<file path="config.mk">
export PLATFORM = sky130hd
export DESIGN_NAME = bea_ctrl
export DESIGN_NICKNAME = d
export VERILOG_FILES = /design/src/hw/rtl/bea_pkg.sv /design/src/hw/rtl/bea_ctrl.sv
export SDC_FILE = /design/constraint.sdc
export NUM_CORES = 1
export LEC_CHECK = 0
export BUFFER_PORTS_ARGS = -buffer_cell sky130_fd_sc_hd__buf_4
export CAP_MARGIN = 15
export CORE_AREA = 2 2 39 41
export CTS_BUF_LIST = sky130_fd_sc_hd__clkbuf_4 sky130_fd_sc_hd__clkbuf_8 sky130_fd_sc_hd__clkbuf_16
export DETAILED_ROUTE_END_ITERATION = 8
export DIE_AREA = 0 0 41 43
export HOLD_SLACK_MARGIN = 0.03
export PLACE_DENSITY = 0.62
export REMOVE_ABC_BUFFERS = 1
export SYNTH_ARGS = -nofsm -noshare
export SYNTH_HDL_FRONTEND = slang
export SYNTH_SLANG_ARGS = --single-unit
</file>
<file path="constraint.sdc">
create_clock -name clk -period 2.41 [get_ports clk]
set_input_delay 0.1205 -clock clk [delete_from_list [all_inputs] [get_ports clk]]
set_output_delay 0.1205 -clock clk [all_outputs]
set_load 0.01 [all_outputs]
</file>
<file path="src/hw/rtl/bea_pkg.sv">
// ----------------------------------------------------------------------------
// bea_pkg
// Shared constants, codes and control types of the bitmap extent allocator.
// ----------------------------------------------------------------------------
package bea_pkg;

    localparam int GROUP_MAX = 8192;
    localparam int WORD_BITS = 64;
    localparam int MAP_WORDS = GROUP_MAX / WORD_BITS;
    localparam int WORD_AW   = $clog2(MAP_WORDS);
    localparam int BIT_AW    = $clog2(WORD_BITS);
    localparam int LANES     = 8;
    localparam int CHUNKS    = WORD_BITS / LANES;
    localparam int CHUNK_AW  = $clog2(CHUNKS);
    localparam int LANE_AW   = $clog2(LANES);
    localparam int CNT_W     = 14;
    localparam int POS_W     = 13;
    localparam logic [CNT_W-1:0] CNT_MAX   = 14'h3FFF;
    localparam logic [CNT_W-1:0] GROUP_DEF = 14'd8192;

    localparam logic [2:0] OP_ALLOC    = 3'd0;
    localparam logic [2:0] OP_FREE     = 3'd1;
    localparam logic [2:0] OP_RESCAN   = 3'd2;
    localparam logic [2:0] OP_COMMIT   = 3'd3;
    localparam logic [2:0] OP_ROLLBACK = 3'd4;

    localparam logic [1:0] ST_OK       = 2'd0;
    localparam logic [1:0] ST_RANGE    = 2'd1;
    localparam logic [1:0] ST_CONFLICT = 2'd2;

    typedef enum logic [3:0] {
        S_IDLE, S_DECODE, S_CHK_RD, S_CHK_EV, S_WR_RD, S_WR_EV, S_UPDATE,
        S_SCAN_RD, S_SCAN_LD, S_SCAN_CH, S_SCAN_END, S_DONE
    } state_t;

    typedef enum logic [3:0] {
        ACT_NONE, ACT_ACCEPT, ACT_DECODE, ACT_CHK_RD, ACT_CHK_EV, ACT_WR_RD,
        ACT_WR_EV, ACT_UPDATE, ACT_SCAN_RD, ACT_SCAN_LD, ACT_SCAN_CH,
        ACT_SCAN_END, ACT_LOAD_OUT
    } act_t;

    typedef struct packed {
        act_t act;
    } cmd_t;

    typedef struct packed {
        logic op_alloc;
        logic op_free;
        logic op_rescan;
        logic trivial;
        logic range_bad;
        logic hit;
        logic word_last;
        logic chunk_last;
        logic scan_last;
        logic need_scan;
        logic out_busy;
    } stat_t;

endpackage

</file>
<file path="src/hw/rtl/bea_ctrl.sv">
// ----------------------------------------------------------------------------
// bea_ctrl
// Sequencer: check pass, write pass, counter update and bitmap scan.
// ----------------------------------------------------------------------------
module bea_ctrl (
    input  logic          clk,
    input  logic          rst_n,
    input  logic          in_valid,
    output logic          in_ready,
    input  bea_pkg::stat_t st,
    output bea_pkg::cmd_t  cmd
);

    bea_pkg::state_t state_reg, state_next;

    always_ff @(posedge clk or negedge rst_n)
    begin
        if (!rst_n)
        begin
            state_reg <= bea_pkg::S_IDLE;
        end
        else
        begin
            state_reg <= state_next;
        end
    end

    always_comb
    begin
        state_next = state_reg;
        case (state_reg)
            bea_pkg::S_IDLE:
            begin
                if (in_valid)
                begin
                    state_next = bea_pkg::S_DECODE;
                end
            end
            bea_pkg::S_DECODE:
            begin
                if (st.op_alloc || st.op_free)
                begin
                    if (st.trivial || st.range_bad)
                    begin
                        state_next = bea_pkg::S_DONE;
                    end
                    else
                    begin
                        state_next = bea_pkg::S_CHK_RD;
                    end
                end
                else if (st.op_rescan)
                begin
                    state_next = bea_pkg::S_SCAN_RD;
                end
                else
                begin
                    state_next = bea_pkg::S_DONE;
                end
            end
            bea_pkg::S_CHK_RD: state_next = bea_pkg::S_CHK_EV;
            bea_pkg::S_CHK_EV:
            begin
                if (st.hit)
                begin
                    state_next = bea_pkg::S_DONE;
                end
                else if (st.word_last)
                begin
                    state_next = bea_pkg::S_WR_RD;
                end
                else
                begin
                    state_next = bea_pkg::S_CHK_RD;
                end
            end
            bea_pkg::S_WR_RD: state_next = bea_pkg::S_WR_EV;
            bea_pkg::S_WR_EV:
            begin
                if (st.word_last)
                begin
                    state_next = bea_pkg::S_UPDATE;
                end
                else
                begin
                    state_next = bea_pkg::S_WR_RD;
                end
            end
            bea_pkg::S_UPDATE:
            begin
                if (st.need_scan)
                begin
                    state_next = bea_pkg::S_SCAN_RD;
                end
                else
                begin
                    state_next = bea_pkg::S_DONE;
                end
            end
            bea_pkg::S_SCAN_RD: state_next = bea_pkg::S_SCAN_LD;
            bea_pkg::S_SCAN_LD: state_next = bea_pkg::S_SCAN_CH;
            bea_pkg::S_SCAN_CH:
            begin
                if (st.scan_last)
                begin
                    state_next = bea_pkg::S_SCAN_END;
                end
                else if (st.chunk_last)
                begin
                    state_next = bea_pkg::S_SCAN_RD;
                end
            end
            bea_pkg::S_SCAN_END: state_next = bea_pkg::S_DONE;
            bea_pkg::S_DONE:
            begin
                if (!st.out_busy)
                begin
                    state_next = bea_pkg::S_IDLE;
                end
            end
            default: state_next = bea_pkg::S_IDLE;
        endcase
    end

    always_comb
    begin
        in_ready = 1'b0;
        cmd.act  = bea_pkg::ACT_NONE;
        case (state_reg)
            bea_pkg::S_IDLE:
            begin
                in_ready = 1'b1;
                if (in_valid)
                begin
                    cmd.act = bea_pkg::ACT_ACCEPT;
                end
            end
            bea_pkg::S_DECODE:   cmd.act = bea_pkg::ACT_DECODE;
            bea_pkg::S_CHK_RD:   cmd.act = bea_pkg::ACT_CHK_RD;
            bea_pkg::S_CHK_EV:   cmd.act = bea_pkg::ACT_CHK_EV;
            bea_pkg::S_WR_RD:    cmd.act = bea_pkg::ACT_WR_RD;
            bea_pkg::S_WR_EV:    cmd.act = bea_pkg::ACT_WR_EV;
            bea_pkg::S_UPDATE:   cmd.act = bea_pkg::ACT_UPDATE;
            bea_pkg::S_SCAN_RD:  cmd.act = bea_pkg::ACT_SCAN_RD;
            bea_pkg::S_SCAN_LD:  cmd.act = bea_pkg::ACT_SCAN_LD;
            bea_pkg::S_SCAN_CH:  cmd.act = bea_pkg::ACT_SCAN_CH;
            bea_pkg::S_SCAN_END: cmd.act = bea_pkg::ACT_SCAN_END;
            bea_pkg::S_DONE:
            begin
                if (!st.out_busy)
                begin
                    cmd.act = bea_pkg::ACT_LOAD_OUT;
                end
            end
            default: cmd.act = bea_pkg::ACT_NONE;
        endcase
    end

endmodule

</file>
== Word-level counts from Yosys, hierarchy flattened ==
Index checks and enable logic that the tools add are counted.
W data, S select, Z words.

* Register bits after elaboration: 4
* Output and inout port bits: 5

* Equal/unequal tests: 14
* Mux-type cells: 16
* Reductions and logical operators: 4

{| class="wikitable"
|+ Operators with widths
! kind !! number
|-
| $pmux W4 S12 || 2
|-
| $mux W4 || 10
|-
| $eq A4 B3 Y1 const B || 4
|-
| $eq A4 B4 Y1 const B || 4
|-
| $eq A4 B2 Y1 const B || 2
|-
| $eq A4 B1 Y1 const B || 1
|-
| $logic_not A4 Y1 || 1
|-
| $ne A2 B2 Y1 const B || 2
|-
| $mux W3 || 1
|-
| $ne A3 B3 Y1 const B || 1
|-
| $reduce_and A3 Y1 || 1
|-
| $logic_or A1 B1 Y1 || 2
|-
| $mux W1 || 2
|-
| $mux W2 || 1
|}

== Logic depth before layout (Yosys ltp) ==
* Depth after elaboration: 4
* Gate-level depth with buffers: 5
* Depth with buffers taken out: 4

== Worst setup path before layout ==
Ideal clock, no wire load.

* Path kind: register to register
* Start: register state_reg[2]
* End: register state_reg[1]
* Arrival time: 1335 ps
* Path slack: 940 ps
* Stages on the path, launching flop included: 5
* Cells stage by stage: dfrtp_1 nand2b_4 or4b_4 a22oi_1 o22ai_1

* Word-level cells in the longest chain between the ends: 3
* Elaborated cells on any way between the ends: 17
* Classes of those cells: 14 x eq/ne; 1 x mux; 2 x reduce/logical

{| class="wikitable"
|+ Ends and longest elaborated chain
! item !! RTL line !! RTL
|-
| start, declared || bea_ctrl.sv:14 || <nowiki>bea_pkg::state_t state_reg, state_next;</nowiki>
|-
| start signal, assigned || bea_ctrl.sv:20 || <nowiki>state_reg <= bea_pkg::S_IDLE;</nowiki>
|-
| start signal, assigned || bea_ctrl.sv:24 || <nowiki>state_reg <= state_next;</nowiki>
|-
| $eq A4 B4 Y1 / $logic_not A4 Y1 (equally long branches) || bea_ctrl.sv:31 || <nowiki>case (state_reg)</nowiki>
|-
| $ne A3 B3 Y1 (no source line) / $ne A2 B2 Y1 (equally long branches) || n/a ||
|-
| $reduce_and A3 Y1 (no source line) || n/a ||
|}

Parallel ways exist; a longest one is shown, timed or not.
A chain may end at the register's enable or synchronous reset.

== Worst setup path after layout ==
* Start: register state_reg[0]
* End: register state_reg[1]

The elaborated chain is that of the path after synthesis.

==> impl_metrics.ini <==
[outcome]
run_status = finished clean

[worst_setup_path]
path_cells = nor2b_1 > or4b_4 > a22oi_1 > o22ai_1
critPathTopFamily = simple AND/OR/NAND/NOR gates
critPathMaxFanout = 13
timing_worst_setup_path_type = reg -> reg
setup.worst_path.end_class = register
worst-path-buf-inv = 0
critical_path.reg2reg.startpoint = state_reg[0]$_DFFE_PN0P_
cp.arrival_ns = 1.89
timing.critical_path.slowest_cell_delay_ns = 0.57
critical-path-slowest-cell = sky130_fd_sc_hd__dfrtp_1
req_time_crit_path_ns = 2.51
crit_path_start = state_reg[0]$_DFFE_PN0P_
critPathLaunchType = register
regToRegSetupSlack_ns = 0.62

[floorplanning]
floorplan.die_area_um2 = 1760
floorplan.die.height_um = 43
boundaryPins = 19
floorplan.core_area_um2 = 1380
initial_core_util_pct = 32.3
core.rowCount = 14
die-width_um = 41

[layout]
largest_register_ffs = 4
share_of_final_layout_standard_cells_stronger_than_drive_strength_1_pct = 29.5
antenna-diode-count = 0
post_layout_net_count = 94
areaGrowthSynthToFinish_pct = 38.1

[pwr]
power_frac_seq_pct = 29.1
cellLeakagePower_nw = 0.270
power.clock.fraction_pct = 11.0
cellPowerDensity_nw_per_um2 = 1260
netSwitchingFraction_pct = 46.4
vdd.ir_drop.worst_uv = 365
internal-power_mw = 0.416
sw_pwr_mw = 0.360
p_comb_share_pct = 59.9

[cts]
cts_tree = built
clk_latency_ns = 0.24
postCtsSetupBuffers = 0
cts_inserted_buffers = 3
clkSlewWorstSetupHoldPaths_ns = 0.04
cts.sinks = 4
htreeDepth = 1
post_cts.resized_instances = 0
clock_tree.buffer_depth = 2
cts-hold-fix-buffers = 1
cts_root_buf = sky130_fd_sc_hd__clkbuf_4

[detailed_routing]
drt-initial-drc-count = 17
via_count = 531
postRouteWirelength_um = 1200
routed_via_density = 5.65
detail_route.wl_per_cell_um = 12.8
remaining_drcs = 0
detail-route-antenna-nets = 0
drt_pre_antenna_iters = 4

[sta]
final-setup-viol-count = 0
fmax_ghz = 0.558
drv_slew = 0
slew_headroom_pct = 68.3
worstMarginPinSlew_ns = 0.476
finalWorstPathRequiredPeriod_ns = 1.79
timing.final.ws_setup_ns = 0.618
setup_tns_ns = 0
finalHoldViolCount = 0
final.period_utilization_pct = 74.4
rsz0062_at_grt = false
finClkSkew_ns = 0.00557

[global_route]
wire_length_of_the_first_global_routing_pass_um = 1990
grt_antenna_before_repair = 0
gr-total-overflow = 0
maximum_number_of_pins_on_one_net_before_global_route_repair = 16
grt_pass1_vias = 487
grt_use_total_pct = 16.5

[synth]
yosys_warnings = 0
mean_syn_cell_area_um2 = 7.44
synth-seq-cells = 4
synth_area_um2 = 447
synthDistinctLibCells = 29
async_flop_share_pct = 100
synthesis.instances = 60
synth_edf_count = 0
synth_flop_cell = sky130_fd_sc_hd__dfrtp_1
synth_sequential_area_ratio_pct = 22.4

[placed_design]
dp_worst_setup_slack_ns = 0.663
io_buffer_count = 18
routabilityCongestion = 0.766
post-dp-hpwl_um = 871

[job]
maxCapViolations = 0

[min_path]
worstHoldPathType = in -> async
==> final timing paths <==
check                                      endpoint  depth (start not counted)
min reg2reg                state_reg[1]$_DFFE_PN0P_                          1
min                        state_reg[0]$_DFFE_PN0P_                          2
max in group asynchronous  state_reg[2]$_DFFE_PN0P_                          2
min in group clk           state_reg[2]$_DFFE_PN0P_                          3
max                        state_reg[1]$_DFFE_PN0P_                          4
max reg2reg                state_reg[1]$_DFFE_PN0P_                          4
==> cell usage after synthesis, drive strengths merged, types with 2 or more instances <==
cell type  number  area share [%]
buf             2             2.2
nor3            2             2.2
nor4b           2             3.9
o311ai          2             3.9
clkbuf          2             1.7
or4b            3             7.6
nand2b          4             7.3
o22ai           3             4.2
nor2            4             3.4
o21ai           4             4.5
and2            2             2.8
nand2           5             4.2
o21a            2             3.4
nor2b           2             2.8
dfrtp           4              22
inv             2             1.7
a21oi           7             7.8
==> cells by family after synthesis <==
group	share of synthesized area (%)
AO/OA/AOI/OAI	27.2
XOR/XNOR	1.96
buffers and inverters	5.60
flip-flops	22.4
multiplexers	2.24
AND/OR/NAND/NOR	40.6
==> cells in the final DEF (no fill, tap or decap), types with 2 or more instances in the layout <==
master and count:
sky130_fd_sc_hd__a21oi_1 7, sky130_fd_sc_hd__and2_1 2, sky130_fd_sc_hd__buf_4 18, sky130_fd_sc_hd__clkbuf_4 3
sky130_fd_sc_hd__dfrtp_1 4, sky130_fd_sc_hd__inv_1 2, sky130_fd_sc_hd__nand2_1 5, sky130_fd_sc_hd__nand2b_1 3
sky130_fd_sc_hd__nor2_1 4, sky130_fd_sc_hd__nor2b_1 2, sky130_fd_sc_hd__nor3_1 2, sky130_fd_sc_hd__nor4b_1 2
sky130_fd_sc_hd__o21a_1 2, sky130_fd_sc_hd__o21ai_0 2, sky130_fd_sc_hd__o21ai_1 2, sky130_fd_sc_hd__o22ai_1 3
sky130_fd_sc_hd__or4b_1 2
==> power groups by stage <==
stage	Combinational [mW]	Sequential, mW	Clock [mW]
2_1_floorplan	0.313	0.189	0
3_3_place_gp	0.463	0.226	0
3_5_place_dp	0.461	0.225	0
4_1_cts	0.465	0.224	0.0871
5_1_grt	0.524	0.240	0.0929
6_report	0.465	0.226	0.0856
==> per-stage QoR <==
| step | cells | hold WS (ns) | power (mW) | instance area, µm² | utilization, % |
|---|---|---|---|---|---|
| floorplan | 56 | -0.175 | 0.502 | 429 | - |
| global placement | 90 | -0.0836 | 0.689 | 584 | 42.2 |
| detailed placement | 90 | -0.0824 | 0.686 | 584 | 42.2 |
| CTS | 94 | 0.208 | 0.776 | 617 | 44.6 |
| global route | 94 | 0.226 | 0.856 | 617 | 44.6 |
| finish | 94 | 0.213 | 0.776 | 617 | 44.6 |
==> layout make-up <==
class / count / area (µm²)
Fill cell: 146 / 767
Multi-Input combinational cell: 50 / 322
Clock buffer: 3 / 22.5
Tap cell: 16 / 20.0
Inverter: 2 / 7.51
Timing Repair Buffer: 19 / 145
Sequential cell: 4 / 100
==> per-layer routing <==
| metal | share of wire [%] | up-vias | track usage (%) |
|---|---|---|---|
| met1 | 42 | 243 | 22.1 |
| met4 | 1.6 | 0 | 10.0 |
| met3 | 8.5 | 2 | 0.524 |
| met2 | 48 | 26 | 25.0 |
| li1 | - | 260 | - |
| met5 | 0 | - | 0 |
(Power assumes the default switching activity.)
